`config.mk`:
```
export PLATFORM = sky130hd
export DESIGN_NAME = keyword_lexer_tokenizer_flat
export DESIGN_NICKNAME = d
export VERILOG_FILES = /design/src/rtl/core/klt_pkg.sv /design/src/rtl/core/klt_if.sv /design/src/rtl/core/klt_front.sv /design/src/rtl/core/klt_queue.sv /design/src/rtl/core/klt_back.sv /design/src/rtl/core/keyword_lexer_tokenizer.sv /design/src/flat_wrapper.sv
export SDC_FILE = /design/constraint.sdc
export NUM_CORES = 1
export LEC_CHECK = 0
export BUFFER_PORTS_ARGS = -buffer_cell sky130_fd_sc_hd__buf_2
export CORE_MARGIN = 10
export CORE_UTILIZATION = 35
export CTS_BUF_LIST = sky130_fd_sc_hd__clkbuf_8
export DETAILED_ROUTE_END_ITERATION = 8
export PLACE_DENSITY = 0.61
export SYNTH_ARGS = -nofsm -noshare
export SYNTH_HDL_FRONTEND = slang
export SYNTH_SLANG_ARGS = --single-unit
```
`constraint.sdc`:
```
create_clock -name clock -period 10.6 [get_ports clock]
set_input_delay 2.12 -clock clock [delete_from_list [all_inputs] [get_ports clock]]
set_output_delay 2.12 -clock clock [all_outputs]
set_load 0.1 [all_outputs]
```
`src/rtl/core/klt_pkg.sv`:
```
// ----------------------------------------------------------------------------
// klt_pkg
// Shared types, constants and helper functions of the keyword lexer.
// ----------------------------------------------------------------------------
package klt_pkg;

   // field widths
   localparam int OFFSET_BITS = 24;
   localparam int LINE_BITS   = 16;
   localparam int LEN_BITS    = 16;
   localparam int KIND_BITS   = 5;

   // scanner mode codes
   localparam logic [2:0] MODE_IDLE    = 3'd0;
   localparam logic [2:0] MODE_STR     = 3'd1;
   localparam logic [2:0] MODE_CHWAIT  = 3'd2;
   localparam logic [2:0] MODE_CHCLOSE = 3'd3;
   localparam logic [2:0] MODE_IDENT   = 3'd4;
   localparam logic [2:0] MODE_NUM     = 3'd5;

   // request operation codes
   localparam logic OP_BYTE = 1'b0;
   localparam logic OP_END  = 1'b1;

   // token kinds
   localparam logic [KIND_BITS-1:0] KIND_EOF     = 5'd0;
   localparam logic [KIND_BITS-1:0] KIND_STRING  = 5'd13;
   localparam logic [KIND_BITS-1:0] KIND_CHAR    = 5'd14;
   localparam logic [KIND_BITS-1:0] KIND_NUMBER  = 5'd15;
   localparam logic [KIND_BITS-1:0] KIND_IDENT   = 5'd16;
   localparam logic [KIND_BITS-1:0] KIND_KW_BASE = 5'd17;

   // characters with a special meaning
   localparam logic [7:0] CH_DQUOTE  = 8'h22;
   localparam logic [7:0] CH_SQUOTE  = 8'h27;
   localparam logic [7:0] CH_SPACE   = 8'h20;
   localparam logic [7:0] CH_TAB     = 8'h09;
   localparam logic [7:0] CH_NEWLINE = 8'h0A;
   localparam logic [7:0] CH_CR      = 8'h0D;

   // one-character symbols, kind is index plus one
   localparam int NUM_SYM = 12;
   localparam logic [7:0] SYM_CHARS [NUM_SYM] = '{
      ";", "=", "+", "-", "<", "{", "}", "(", ")", "[", "]", ","
   };

   // keywords, left aligned and zero padded to eight bytes
   localparam int NUM_KW = 14;
   localparam logic [NUM_KW-1:0] KW_ALL = '1;
   localparam logic [63:0] KW_TEXT [NUM_KW] = '{
      "programa",
      {"fin", 40'h0},
      {"funcion", 8'h0},
      "retornar",
      {"si", 48'h0},
      "entonces",
      "mientras",
      {"hacer", 24'h0},
      "escribir",
      {"para", 32'h0},
      {"entero", 16'h0},
      {"char", 32'h0},
      {"cadena", 16'h0},
      {"lista", 24'h0}
   };
   localparam logic [3:0] KW_LEN [NUM_KW] = '{
      4'd8, 4'd3, 4'd7, 4'd8, 4'd2, 4'd8, 4'd8, 4'd5, 4'd8, 4'd4, 4'd6, 4'd4, 4'd6, 4'd5
   };

   // token descriptor
   typedef struct packed {
      logic [KIND_BITS-1:0]   kind;
      logic [LINE_BITS-1:0]   line;
      logic [OFFSET_BITS-1:0] start;
      logic [LEN_BITS-1:0]    length;
   } token_type;

   // tokens caused by one request, one or two
   typedef struct packed {
      logic      two;
      token_type tok0;
      token_type tok1;
   } pair_type;

   // queue slot as seen at the write and read sides
   typedef struct packed {
      logic     valid;
      pair_type pair;
   } slot_type;

   localparam int QUEUE_DEPTH = 4;
   localparam int QPTR_BITS   = $clog2(QUEUE_DEPTH);

   // saturating increments
   function automatic logic [OFFSET_BITS-1:0] sat_off(input logic [OFFSET_BITS-1:0] v);
      return (v == '1) ? v : v + 1'b1;
   endfunction

   function automatic logic [LINE_BITS-1:0] sat_line(input logic [LINE_BITS-1:0] v);
      return (v == '1) ? v : v + 1'b1;
   endfunction

   function automatic logic [LEN_BITS-1:0] sat_len(input logic [LEN_BITS-1:0] v);
      return (v == '1) ? v : v + 1'b1;
   endfunction

   // keywords still matching character c at position pos
   function automatic logic [NUM_KW-1:0] kw_feed(input logic [7:0] c,
                                                 input logic [LEN_BITS-1:0] pos);
      logic [NUM_KW-1:0] hit;
      hit = '0;
      for (int k = 0; k < NUM_KW; k++) begin
         hit[k] = (pos < LEN_BITS'(KW_LEN[k])) &&
                  (KW_TEXT[k][8 * (7 - int'(pos[2:0])) +: 8] == c);
      end
      return hit;
   endfunction

   // lowest alive keyword of matching length, else plain identifier
   function automatic logic [KIND_BITS-1:0] ident_kind(input logic [NUM_KW-1:0] alive,
                                                       input logic [LEN_BITS-1:0] len);
      logic [KIND_BITS-1:0] kind;
      kind = KIND_IDENT;
      for (int k = NUM_KW - 1; k >= 0; k--) begin
         if (alive[k] && (len == LEN_BITS'(KW_LEN[k]))) begin
            kind = KIND_KW_BASE + KIND_BITS'(k);
         end
      end
      return kind;
   endfunction

endpackage

```
`src/rtl/core/klt_if.sv`:
```
// ----------------------------------------------------------------------------
// klt_if
// Valid/ready channels of the keyword lexer: source requests and tokens.
// ----------------------------------------------------------------------------
interface klt_req_if;
   logic       valid;
   logic       ready;
   logic       op;
   logic [7:0] source_byte;

   modport source (output valid, output op, output source_byte, input ready);
   modport sink   (input valid, input op, input source_byte, output ready);
endinterface

interface klt_rsp_if;
   logic                              valid;
   logic                              ready;
   logic [klt_pkg::KIND_BITS-1:0]     token_kind;
   logic [klt_pkg::LINE_BITS-1:0]     token_line;
   logic [klt_pkg::OFFSET_BITS-1:0]   token_start;
   logic [klt_pkg::LEN_BITS-1:0]      token_length;
   logic                              run_last;

   modport source (output valid, output token_kind, output token_line, output token_start,
                   output token_length, output run_last, input ready);
   modport sink   (input valid, input token_kind, input token_line, input token_start,
                   input token_length, input run_last, output ready);
endinterface

```
`src/rtl/core/klt_front.sv`:
```
// ----------------------------------------------------------------------------
// klt_front
// Scanner: takes one source byte per cycle while the queue has room, tracks
// mode, line and offset, and queues the one or two tokens a byte closes.
// ----------------------------------------------------------------------------
module klt_front (
   input  logic              clock,
   input  logic              reset,
   klt_req_if.sink           req,
   input  logic              q_ready,
   output klt_pkg::slot_type q_push
);

   logic [2:0]                        mode_ff, mode_in;
   logic [klt_pkg::LINE_BITS-1:0]     line_ff, line_in;
   logic [klt_pkg::OFFSET_BITS-1:0]   off_ff, off_in;
   logic [klt_pkg::OFFSET_BITS-1:0]   pstart_ff, pstart_in;
   logic [klt_pkg::LEN_BITS-1:0]      plen_ff, plen_in;
   logic [klt_pkg::LINE_BITS-1:0]     pline_ff, pline_in;
   logic [klt_pkg::NUM_KW-1:0]        alive_ff, alive_in;

   logic                              accept;
   logic [7:0]                        c;
   logic                              is_alpha, is_digit, is_ws, sym_hit;
   logic [klt_pkg::KIND_BITS-1:0]     sym_kind;
   logic                              pend_v, sec_v, do_idle;
   klt_pkg::token_type                pend_tok, sec_tok;

   assign req.ready = q_ready;
   assign accept    = req.valid && q_ready;
   assign c         = req.source_byte;

   // byte classes
   always_comb begin
      is_alpha = ((c >= "a") && (c <= "z")) || ((c >= "A") && (c <= "Z"));
      is_digit = (c >= "0") && (c <= "9");
      is_ws    = (c == klt_pkg::CH_SPACE) ||
                 ((c >= klt_pkg::CH_TAB) && (c <= klt_pkg::CH_CR));
      sym_hit  = 1'b0;
      sym_kind = klt_pkg::KIND_EOF;
      for (int s = 0; s < klt_pkg::NUM_SYM; s++) begin
         if (c == klt_pkg::SYM_CHARS[s]) begin
            sym_hit  = 1'b1;
            sym_kind = klt_pkg::KIND_BITS'(s + 1);
         end
      end
   end

   // next scanner state and emitted tokens
   always_comb begin
      mode_in   = mode_ff;
      line_in   = line_ff;
      off_in    = off_ff;
      pstart_in = pstart_ff;
      plen_in   = plen_ff;
      pline_in  = pline_ff;
      alive_in  = alive_ff;
      pend_v    = 1'b0;
      sec_v     = 1'b0;
      do_idle   = 1'b0;
      pend_tok  = '{kind: klt_pkg::KIND_STRING, line: pline_ff, start: pstart_ff,
                    length: plen_ff};
      sec_tok   = '{kind: klt_pkg::KIND_EOF, line: line_ff, start: off_ff, length: '0};

      if (req.op == klt_pkg::OP_END) begin
         // flush the pending lexeme, then end of source and back to reset
         unique case (mode_ff)
            klt_pkg::MODE_STR: begin
               pend_v = 1'b1;
            end
            klt_pkg::MODE_CHWAIT: begin
               pend_v          = 1'b1;
               pend_tok.kind   = klt_pkg::KIND_CHAR;
               pend_tok.length = '0;
            end
            klt_pkg::MODE_CHCLOSE: begin
               pend_v        = 1'b1;
               pend_tok.kind = klt_pkg::KIND_CHAR;
            end
            klt_pkg::MODE_IDENT: begin
               pend_v        = 1'b1;
               pend_tok.kind = klt_pkg::ident_kind(alive_ff, plen_ff);
            end
            klt_pkg::MODE_NUM: begin
               pend_v        = 1'b1;
               pend_tok.kind = klt_pkg::KIND_NUMBER;
            end
            default: begin
               pend_v = 1'b0;
            end
         endcase
         sec_v     = 1'b1;
         mode_in   = klt_pkg::MODE_IDLE;
         line_in   = klt_pkg::LINE_BITS'(1);
         off_in    = '0;
         pstart_in = '0;
         plen_in   = '0;
         pline_in  = klt_pkg::LINE_BITS'(1);
         alive_in  = klt_pkg::KW_ALL;
      end else begin
         unique case (mode_ff)
            klt_pkg::MODE_STR: begin
               if (c == klt_pkg::CH_DQUOTE) begin
                  pend_v  = 1'b1;
                  mode_in = klt_pkg::MODE_IDLE;
               end else begin
                  plen_in = klt_pkg::sat_len(plen_ff);
               end
            end
            klt_pkg::MODE_CHWAIT: begin
               pstart_in = off_ff;
               plen_in   = klt_pkg::LEN_BITS'(1);
               mode_in   = klt_pkg::MODE_CHCLOSE;
            end
            klt_pkg::MODE_CHCLOSE: begin
               pend_v        = 1'b1;
               pend_tok.kind = klt_pkg::KIND_CHAR;
               mode_in       = klt_pkg::MODE_IDLE;
               do_idle       = (c != klt_pkg::CH_SQUOTE);
            end
            klt_pkg::MODE_IDENT: begin
               if (is_alpha || is_digit) begin
                  alive_in = alive_ff & klt_pkg::kw_feed(c, plen_ff);
                  plen_in  = klt_pkg::sat_len(plen_ff);
               end else begin
                  pend_v        = 1'b1;
                  pend_tok.kind = klt_pkg::ident_kind(alive_ff, plen_ff);
                  do_idle       = 1'b1;
               end
            end
            klt_pkg::MODE_NUM: begin
               if (is_digit) begin
                  plen_in = klt_pkg::sat_len(plen_ff);
               end else begin
                  pend_v        = 1'b1;
                  pend_tok.kind = klt_pkg::KIND_NUMBER;
                  do_idle       = 1'b1;
               end
            end
            default: begin
               do_idle = 1'b1;
            end
         endcase

         // byte seen from idle: whitespace, symbol or start of a lexeme
         if (do_idle) begin
            mode_in = klt_pkg::MODE_IDLE;
            if (is_ws) begin
               if (c == klt_pkg::CH_NEWLINE) begin
                  line_in = klt_pkg::sat_line(line_ff);
               end
            end else if (sym_hit) begin
               sec_v   = 1'b1;
               sec_tok = '{kind: sym_kind, line: line_ff, start: off_ff,
                           length: klt_pkg::LEN_BITS'(1)};
            end else begin
               pline_in = line_ff;
               if (c == klt_pkg::CH_DQUOTE) begin
                  mode_in   = klt_pkg::MODE_STR;
                  pstart_in = klt_pkg::sat_off(off_ff);
                  plen_in   = '0;
               end else if (c == klt_pkg::CH_SQUOTE) begin
                  mode_in   = klt_pkg::MODE_CHWAIT;
                  pstart_in = klt_pkg::sat_off(off_ff);
                  plen_in   = '0;
               end else if (is_alpha) begin
                  mode_in   = klt_pkg::MODE_IDENT;
                  pstart_in = off_ff;
                  alive_in  = klt_pkg::kw_feed(c, '0);
                  plen_in   = klt_pkg::LEN_BITS'(1);
               end else if (is_digit) begin
                  mode_in   = klt_pkg::MODE_NUM;
                  pstart_in = off_ff;
                  plen_in   = klt_pkg::LEN_BITS'(1);
               end
            end
         end
         off_in = klt_pkg::sat_off(off_ff);
      end
   end

   // pack tokens in emission order
   always_comb begin
      q_push.valid = accept && (pend_v || sec_v);
      if (pend_v) begin
         q_push.pair.two  = sec_v;
         q_push.pair.tok0 = pend_tok;
         q_push.pair.tok1 = sec_tok;
      end else begin
         q_push.pair.two  = 1'b0;
         q_push.pair.tok0 = sec_tok;
         q_push.pair.tok1 = sec_tok;
      end
   end

   // scanner state
   always_ff @(posedge clock) begin
      if (reset) begin
         mode_ff   <= klt_pkg::MODE_IDLE;
         line_ff   <= klt_pkg::LINE_BITS'(1);
         off_ff    <= '0;
         pstart_ff <= '0;
         plen_ff   <= '0;
         pline_ff  <= klt_pkg::LINE_BITS'(1);
         alive_ff  <= klt_pkg::KW_ALL;
      end else if (accept) begin
         mode_ff   <= mode_in;
         line_ff   <= line_in;
         off_ff    <= off_in;
         pstart_ff <= pstart_in;
         plen_ff   <= plen_in;
         pline_ff  <= pline_in;
         alive_ff  <= alive_in;
      end
   end

endmodule

```
`src/rtl/core/klt_queue.sv`:
```
// ----------------------------------------------------------------------------
// klt_queue
// Short first-in first-out queue of token pairs between scanner and output.
// ----------------------------------------------------------------------------
module klt_queue (
   input  logic              clock,
   input  logic              reset,
   input  klt_pkg::slot_type push,
   output logic              ready,
   input  logic              pop,
   output klt_pkg::slot_type head
);

   klt_pkg::pair_type                 store_ff [klt_pkg::QUEUE_DEPTH];
   logic [klt_pkg::QPTR_BITS-1:0]     wr_ff, wr_in;
   logic [klt_pkg::QPTR_BITS-1:0]     rd_ff, rd_in;
   logic [klt_pkg::QPTR_BITS:0]       count_ff, count_in;
   logic                              do_push, do_pop;

   assign ready      = (count_ff != (klt_pkg::QPTR_BITS + 1)'(klt_pkg::QUEUE_DEPTH));
   assign do_push    = push.valid && ready;
   assign do_pop     = pop && (count_ff != '0);
   assign head.valid = (count_ff != '0);
   assign head.pair  = store_ff[rd_ff];

   // pointer and fill update
   always_comb begin
      wr_in    = do_push ? wr_ff + 1'b1 : wr_ff;
      rd_in    = do_pop  ? rd_ff + 1'b1 : rd_ff;
      count_in = count_ff;
      if (do_push && !do_pop) begin
         count_in = count_ff + 1'b1;
      end else if (do_pop && !do_push) begin
         count_in = count_ff - 1'b1;
      end
   end

   always_ff @(posedge clock) begin
      if (reset) begin
         wr_ff    <= '0;
         rd_ff    <= '0;
         count_ff <= '0;
      end else begin
         wr_ff    <= wr_in;
         rd_ff    <= rd_in;
         count_ff <= count_in;
      end
   end

   // entry storage
   always_ff @(posedge clock) begin
      if (do_push) begin
         store_ff[wr_ff] <= push.pair;
      end
   end

endmodule

```
`src/rtl/core/klt_back.sv`:
```
// ----------------------------------------------------------------------------
// klt_back
// Output stage: splits each queued pair into single tokens, marks the last
// token of each request and holds it in a register until taken.
// ----------------------------------------------------------------------------
module klt_back (
   input  logic              clock,
   input  logic              reset,
   input  klt_pkg::slot_type head,
   output logic              pop,
   klt_rsp_if.source         rsp
);

   logic               valid_ff, valid_in;
   logic               sel_ff, sel_in;
   klt_pkg::token_type tok_ff, tok_in;
   logic               last_ff, last_in;
   logic               load;

   assign load = head.valid && (!valid_ff || rsp.ready);

   // choose next token from the head pair
   always_comb begin
      valid_in = valid_ff && !rsp.ready;
      sel_in   = sel_ff;
      tok_in   = tok_ff;
      last_in  = last_ff;
      pop      = 1'b0;
      if (load) begin
         valid_in = 1'b1;
         if (!sel_ff) begin
            tok_in  = head.pair.tok0;
            last_in = !head.pair.two;
            sel_in  = head.pair.two;
            pop     = !head.pair.two;
         end else begin
            tok_in  = head.pair.tok1;
            last_in = 1'b1;
            sel_in  = 1'b0;
            pop     = 1'b1;
         end
      end
   end

   always_ff @(posedge clock) begin
      if (reset) begin
         valid_ff <= 1'b0;
         sel_ff   <= 1'b0;
      end else begin
         valid_ff <= valid_in;
         sel_ff   <= sel_in;
      end
   end

   always_ff @(posedge clock) begin
      tok_ff  <= tok_in;
      last_ff <= last_in;
   end

   assign rsp.valid        = valid_ff;
   assign rsp.token_kind   = tok_ff.kind;
   assign rsp.token_line   = tok_ff.line;
   assign rsp.token_start  = tok_ff.start;
   assign rsp.token_length = tok_ff.length;
   assign rsp.run_last     = last_ff;

endmodule

```
`src/rtl/core/keyword_lexer_tokenizer.sv`:
```
// ----------------------------------------------------------------------------
// keyword_lexer_tokenizer
// Streaming lexer: source bytes in, token descriptors out.
// ----------------------------------------------------------------------------
// One source byte or end marker is taken per cycle as long as the four-entry
// token queue has room; the scanner mode is held in a register. A request
// closes one or two tokens (lexeme followed by a symbol, or a pending lexeme
// followed by eof), sent one at a time, so sustained output is one token per
// cycle while the receiver is ready, set by the output register. A token
// passes through the token queue and the output register before it appears
// on the response channel. No clearing pass is needed after reset.
module keyword_lexer_tokenizer (
   input  logic      clock,
   input  logic      reset,
   klt_req_if.sink   req_if,
   klt_rsp_if.source rsp_if
);

   klt_pkg::slot_type q_push;
   klt_pkg::slot_type q_head;
   logic              q_ready;
   logic              q_pop;

   // scanner
   klt_front u_front (
      .clock   (clock),
      .reset   (reset),
      .req     (req_if),
      .q_ready (q_ready),
      .q_push  (q_push)
   );

   // token queue
   klt_queue u_queue (
      .clock (clock),
      .reset (reset),
      .push  (q_push),
      .ready (q_ready),
      .pop   (q_pop),
      .head  (q_head)
   );

   // output stage
   klt_back u_back (
      .clock (clock),
      .reset (reset),
      .head  (q_head),
      .pop   (q_pop),
      .rsp   (rsp_if)
   );

   // end of source is always the last token of its request
   a_eof_last: assert property (@(posedge clock) disable iff (reset)
      rsp_if.valid && (rsp_if.token_kind == klt_pkg::KIND_EOF) |-> rsp_if.run_last)
      else $error("eof token not marked last");

   // end of source carries no length
   a_eof_len: assert property (@(posedge clock) disable iff (reset)
      rsp_if.valid && (rsp_if.token_kind == klt_pkg::KIND_EOF) |-> rsp_if.token_length == '0)
      else $error("eof token with nonzero length");

   // an accepted end marker always leaves work in the queue
   a_end_queued: assert property (@(posedge clock) disable iff (reset)
      req_if.valid && req_if.ready && (req_if.op == klt_pkg::OP_END) |=> q_head.valid)
      else $error("end request produced no queued tokens");

   // nothing is shown right after reset
   a_reset_quiet: assert property (@(posedge clock)
      reset |=> !rsp_if.valid)
      else $error("response valid after reset");

endmodule
```
`src/flat_wrapper.sv`:
```
// flat-port wrapper written by rule: the top's interface ports become plain ports
module keyword_lexer_tokenizer_flat 
  (clock, reset, req_if_valid, req_if_op, req_if_source_byte, req_if_ready, rsp_if_valid, rsp_if_token_kind, rsp_if_token_line, rsp_if_token_start, rsp_if_token_length, rsp_if_run_last, rsp_if_ready);
  klt_req_if req_if_i ();
  klt_rsp_if rsp_if_i ();
  input  logic clock;
  input  logic reset;
  input wire logic [$bits(req_if_i.valid)-1:0] req_if_valid;
  input wire logic [$bits(req_if_i.op)-1:0] req_if_op;
  input wire logic [$bits(req_if_i.source_byte)-1:0] req_if_source_byte;
  output wire logic [$bits(req_if_i.ready)-1:0] req_if_ready;
  output wire logic [$bits(rsp_if_i.valid)-1:0] rsp_if_valid;
  output wire logic [$bits(rsp_if_i.token_kind)-1:0] rsp_if_token_kind;
  output wire logic [$bits(rsp_if_i.token_line)-1:0] rsp_if_token_line;
  output wire logic [$bits(rsp_if_i.token_start)-1:0] rsp_if_token_start;
  output wire logic [$bits(rsp_if_i.token_length)-1:0] rsp_if_token_length;
  output wire logic [$bits(rsp_if_i.run_last)-1:0] rsp_if_run_last;
  input wire logic [$bits(rsp_if_i.ready)-1:0] rsp_if_ready;
  assign req_if_i.valid = req_if_valid;
  assign req_if_i.op = req_if_op;
  assign req_if_i.source_byte = req_if_source_byte;
  assign req_if_ready = req_if_i.ready;
  assign rsp_if_valid = rsp_if_i.valid;
  assign rsp_if_token_kind = rsp_if_i.token_kind;
  assign rsp_if_token_line = rsp_if_i.token_line;
  assign rsp_if_token_start = rsp_if_i.token_start;
  assign rsp_if_token_length = rsp_if_i.token_length;
  assign rsp_if_run_last = rsp_if_i.run_last;
  assign rsp_if_i.ready = rsp_if_ready;
  keyword_lexer_tokenizer u_core (.clock(clock), .reset(reset), .req_if(req_if_i), .rsp_if(rsp_if_i));
endmodule
```
# == Yosys cells after proc, flatten, opt, wreduce, memory -nomap -nowiden ==
# Memories as Yosys holds them, arrays and structs flattened. A register that Yosys moved wholly into a read port is not among the register bits.
# Cells that the tools add are included.
# totals
out_inout_bits,64
wordCells,303
n_memories,1
reg_bits,184
mem_bits_rw,492
# op_classes
mux,125
n_reduce_logical,62
n_eq_ne,60
bitwise,1
n_lt_le_gt_ge,15
n_addsub,8
shifts,14
# memory_table
name,depth,width,rd,rd_ports_with_merged_regs,write_ports,line_no,source
u_core.u_queue.store_ff,4,123,1,1,1,klt_queue.sv:14,klt_pkg::pair_type store_ff [klt_pkg::QUEUE_DEPTH];
# ops
cell,count
"64-bit by 7-bit variable part select with 8-bit output, first input constant",14
16-bit 2-to-1 mux,23
61-bit 2-to-1 mux,5
24-bit 2-to-1 mux,11
14-bit 2-to-1 mux,9
123-bit 2-to-1 mux,1
8-bit equality test,14
5-bit 2-to-1 mux,19
"8-bit by 6-bit equality test with 1-bit output, second input constant",11
"7-bit by 8-bit equality test with 1-bit output, first input constant",9
"16-bit by 3-bit equality test with 1-bit output, second input constant",4
"16-bit by 3-bit less-than comparator with 1-bit output, second input constant",4
16-bit case mux with 4 select lines,1
3-bit 2-to-1 mux,15
1-bit logical AND,40
"16-bit by 1-bit adder with 16-bit output, second input constant",2
"16-bit equality test, second input constant",2
"16-bit by 2-bit equality test with 1-bit output, second input constant",2
"8-bit by 7-bit equality test with 1-bit output, second input constant",4
"16-bit by 2-bit less-than comparator with 1-bit output, second input constant",2
5-bit case mux with 3 select lines,2
1-bit 2-to-1 mux,29
"24-bit by 1-bit adder with 24-bit output, second input constant",1
"24-bit equality test, second input constant",1
other kinds (35),60

# == Depth between registers and ports, before layout ==
# depth
ltp_word,24
mapped_depth,13
depth_no_buf,11

# == By module ==
# From an unflattened synthesis, not the netlist that was laid out.
# hier_totals
hier_cells,2163
hier_area_um2,30955.9
# modules_own_cells
module,seq_area_each_um2,area_each_um2,n_inst,cells_per_inst
klt_queue,14954.3,18203.7,1,691
klt_front,2262.2,9755.6,1,1329
klt_back,1901.8,2996.6,1,143

# == Worst setup path after synthesis ==
# Ideal clock, no wire load.
# synth_path
path_type,input-to-reg
startpoint,input port req_if_source_byte[5]
endpoint,"memory u_core.u_queue.store_ff[0][0] (netlist bit), enable pin"
path_buffers,2
cell_stages,8
arrival_time_ns,6.471
setup_time_ns,0.478
setup_slack_ns,3.651
t_required_ns,10.122
cell_sequence,clkbuf_1 or4b_2 clkbuf_1 nor3_1 o211ai_1 o2111a_1 nor2_1 and2_1
# synth_between
elab_chain_cells,22
word_cells_on_any_way,58
classes_between,order compare: 8; eq/ne: 15; mux: 25; reduce/logical: 10
# synth_rtl
item,line_no,source
"start, declared",flat_wrapper.sv:10,input wire logic [$bits(req_if_i.source_byte)-1:0] req_if_source_byte;
8-bit by 6-bit equality test with 1-bit output,klt_front.sv:42,if (c == klt_pkg::SYM_CHARS[s]) begin
1-bit 2-to-1 mux (12 in a row),klt_front.sv:42,
1-bit 2-to-1 mux,klt_front.sv:152,end else if (sym_hit) begin
1-bit 2-to-1 mux,klt_front.sv:148,if (is_ws) begin
1-bit 2-to-1 mux,klt_front.sv:146,if (do_idle) begin
1-bit 2-to-1 mux,klt_front.sv:65,if (req.op == klt_pkg::OP_END) begin
1-bit logical OR *,klt_front.sv:184,q_push.valid = accept && (pend_v || sec_v);
1-bit logical AND *,klt_front.sv:184,
1-bit logical AND *,klt_queue.sv:21,assign do_push = push.valid && ready;
via u_core.u_queue.do_push,klt_queue.sv:18,"logic do_push, do_pop;"
1-bit 2-to-1 mux *,klt_queue.sv:52,if (do_push) begin
1-bit 2-to-1 mux (implied by the code) *,klt_queue.sv:53,store_ff[wr_ff] <= push.pair;
"end, declared",klt_queue.sv:14,
# Mark *: on every way through the listed nets, which the timed path passes. The rest lies on a longest branch. The select of a mux whose other input is x is not followed.

# == Worst setup path after layout ==
# layout_path
startpoint,input port req_if_source_byte[4]
endpoint,"memory u_core.u_queue.store_ff[1][33] (netlist bit), enable pin"
# The elaborated chain is that of the path after synthesis.

==> results.py <==
metrics = {
    "outcome": {
        "outcome": "complete, no violations",
    },
    "clock_tree": {
        "ctsHtreeMaxLevel": 3,
        "insertion_delay_ns": 0.71,
        "cts_inserted_buffers": 97,
        "cts_root_buf": "clkbuf_8",
        "cts_resized": 0,
        "cts.sinks": 614,
        "cts_setup_buffers": 0,
        "clock_tree.buffer_depth": 3,
        "cts_tree": "yes",
        "path_clk_slew_ns": 0.06,
        "cts_hold_buf": 0,
    },
    "critical_path": {
        "crit_path_max_incr_delay_ns": 0.91,
        "crit_chain": "buf_2, or4b_2, nor3_1, o211ai_1, o2111a_1, nor2_1, and2_4, buf_4",
        "cp.arrival_ns": 6.19,
        "r2r-end": "u_core.u_queue.store_ff[1][33]",
        "r2r-start": "u_core.u_front.mode_ff[0]",
        "worstPathMaxFanout": 61,
        "crit_required_ns": 10.90,
        "crit_slowest_cell": "and2_4",
        "critPathKind": "input port to flop",
        "r2r_slack_ns": 6.63,
        "cp-end-kind": "flop",
        "rr_worst_depth": 5,
        "startpoint_type": "input port",
    },
    "timing": {
        "fin_crit_ns": 5.89,
        "fmax_ghz": 0.170,
        "whs_ns": 0.463,
        "tns_ns": 0,
        "rsz0062_at_grt": "no",
        "fin_ws_ns": 4.71,
        "tightest_slew_ns": 1.14,
        "post-route-period-util_pct": 55.6,
        "final_max_slew_viol_count": 0,
        "relSlewSlack_pct": 23.6,
        "hold_viol": 0,
        "setup-violations-final": 0,
        "fin_skew_ns": 0.0547,
    },
    "global_routing": {
        "grt_max_degree": 64,
        "antenna_found_initial": 4,
        "grt_pass1_wl_um": 111000,
        "met1_usage_pct": 20.8,
        "overflow": 0,
        "grt-busiest-layer": "met2",
        "grt_use_met3_pct": 2.54,
        "grt_usage_pct": 15.6,
        "grt_pass1_vias": 18200,
        "use_met2_pct": 25.7,
    },
    "floorplan": {
        "core_mm2": 0.0777,
        "start_util_pct": 35.4,
        "fp.dieW_um": 300,
        "ios": 77,
        "fp.dieH_um": 300,
        "rows": 102,
        "die_area_mm2": 0.0903,
    },
    "placed_design": {
        "dp_hpwl_um": 44400,
        "dpl_cell_area_mm2": 0.0290,
        "preCtsSetupSlack_ns": 4.03,
        "io_buffers": 76,
        "gp_congestion": 0.900,
    },
    "logic_synthesis": {
        "synth_cell_type_count": 78,
        "synthCells": 2035,
        "yosysSeqAreaShare_pct": 62.5,
        "synth_top_area_share_pct": 53.4,
        "synth_area_mm2": 0.0275,
        "syn_area_per_cell_um2": 13.5,
        "synthArstFlopShare_pct": 0,
        "synth_top_area_cell": "edfxtp_1",
        "synth-edff-count": 490,
        "synth_flop_cell": "edfxtp_1",
        "synth_area_leaders": "edfxtp_1 (53%), dfxtp_1 (9.0%), mux4_2 (8.8%)",
        "ys_ff_latch": 614,
        "synth_fp_nets": 2066,
        "ys_warn_count": 0,
    },
    "power_and_ir_drop": {
        "finalPower_w": 0.00705,
        "p_per_area_mw_per_mm2": 229,
        "ir_drop_mv": 0.145,
        "p_leak_nw": 10.2,
    },
    "layout": {
        "regArea_mm2": 0.0172,
        "syn_to_final_growth_pct": 12.1,
        "drive_above_1_share_pct": 20.9,
        "multi_input_area_mm2": 0.00969,
        "fillers": 7180,
        "nets": 2130,
        "finalInstanceArea_mm2": 0.0309,
    },
    "routing": {
        "drt_first_pass_iters": 7,
        "viasPerCell": 5.62,
        "vias": 18100,
        "ant_nets": 0,
        "wl_per_cell_um": 22.3,
        "drc": 0,
        "drt_iter0_markers": 1876,
        "wl_um": 71900,
    },
    "worst_hold_path": {
        "whs_path_depth": 2,
        "min_from": "u_core.u_front.pstart_ff[8]",
        "min-delay-path-class": "flop to flop",
        "whs_endpoint": "u_core.u_front.pstart_ff[8]",
    },
    "job": {
        "cap_violations": 0,
    },
}
-- final cells by class --
| type | count | area share (%) |
|---|---|---|
| inverter | 31 | 0.377 |
| clock inverter | 76 | 1.40 |
| timing repair buffer | 111 | 2.08 |
| antenna | 2 | 0.0162 |
| clock buffer | 106 | 4.73 |
| multi-input combinational | 1244 | 31.4 |
| sequential | 614 | 55.8 |
| tap | 1040 | 4.22 |
-- state kept, by name (all words and copies together) (netlist names), 16 cells and up, named ones only --
register and count:
u_core.u_front.pstart_ff 24, u_core.u_front.plen_ff 16, u_core.u_queue.store_ff 428, u_core.u_front.off_ff 24, u_core.u_back.rsp.token_length 16, u_core.u_front.line_ff 16, u_core.u_back.rsp.token_start 24, u_core.u_back.rsp.token_line 16
u_core.u_front.pline_ff 16
-- routing by layer --
layer  share of wire, %  vias to the layer above  wire [um]
met3                6.0                      123       4350
met1                 43                     9191      31100
li1                   -                     8106          -
met4                2.3                        4       1690
met5              0.025                        -         18
met2                 48                      703      34800
-- stage by stage --
step | util (%) | cells
2_1_floorplan | - | 2035
3_3_place_gp | 37.3 | 3039
3_5_place_dp | 37.3 | 3039
4_1_cts | 39.7 | 3221
5_1_grt | 39.7 | 3223
6_report | 39.7 | 3224
-- where the power goes --
part | leakage (nW) | internal, W | total (W) | switching (W)
sequential | 5.69 | 0.00289 | 0.00299 | 0.0000996
clock | 1.10 | 0.00100 | 0.00195 | 0.000943
combinational | 3.46 | 0.000531 | 0.00212 | 0.00159
-- cell usage after synthesis, types with 26 or more instances --
cell        n
mux4_2    107
nor3_1     31
nor2_1    120
inv_1      29
mux2_2     82
clkbuf_1  116
nand2_1   128
buf_1      26
nand3_1    61
o21ai_0   111
edfxtp_1  490
a21oi_1   116
nor2b_1    30
dfxtp_1   124
and2_1     28
-- worst max path at each step --
stage	endpoint	cells after the start	from	slack [ns]
floorplan	u_core.u_queue.store_ff[0][0]	8	req_if_source_byte[5]	3.65
global placement	u_core.u_queue.store_ff[1][34]	8	req_if_source_byte[4]	4.15
detailed placement	u_core.u_queue.store_ff[1][92]	8	req_if_source_byte[4]	4.03
CTS	u_core.u_queue.store_ff[1][33]	8	req_if_source_byte[4]	4.75
global route	u_core.u_queue.store_ff[1][94]	8	req_if_source_byte[4]	4.47
finish	u_core.u_queue.store_ff[1][33]	8	req_if_source_byte[4]	4.71
-- logic make-up (layout without fill, tap and decap cells) --
kind of cell / count (synthesis) / count (layout) / share of synthesized area, %
DFF: 614 / 614 / 62.5
and+or+nand+nor: 537 / 537 / 9.85
AOI/OAI and AO/OA: 448 / 448 / 10.6
muxes: 195 / 195 / 12.3
buffers and inverters: 177 / 324 / 2.43
xor gates and xnor gates: 46 / 46 / 1.46
adders and majority gates: 18 / 18 / 0.845
other: 0 / 2 / 0
-- worst max-delay path: cells and delay by family --
| family | cells | cell delay (ns) |
|---|---|---|
| AOI/OAI and AO/OA | 2 | 0.38 |
| buffers and inverters | 2 | 1.01 |
| and+or+nand+nor | 4 | 2.57 |
-- cells in the final DEF (no fill, tap or decap), types with 65 or more instances in the layout --
master	synthesis	layout
edfxtp_1	490	490
nand2_1	128	127
dfxtp_1	124	121
nor2_1	120	120
a21oi_1	116	114
o21ai_0	111	111
mux4_2	107	107
clkbuf_8	0	106
mux2_2	82	82
buf_2	3	77
inv_1	29	65
No activity file was read; power rests on OpenSTA's default activity.
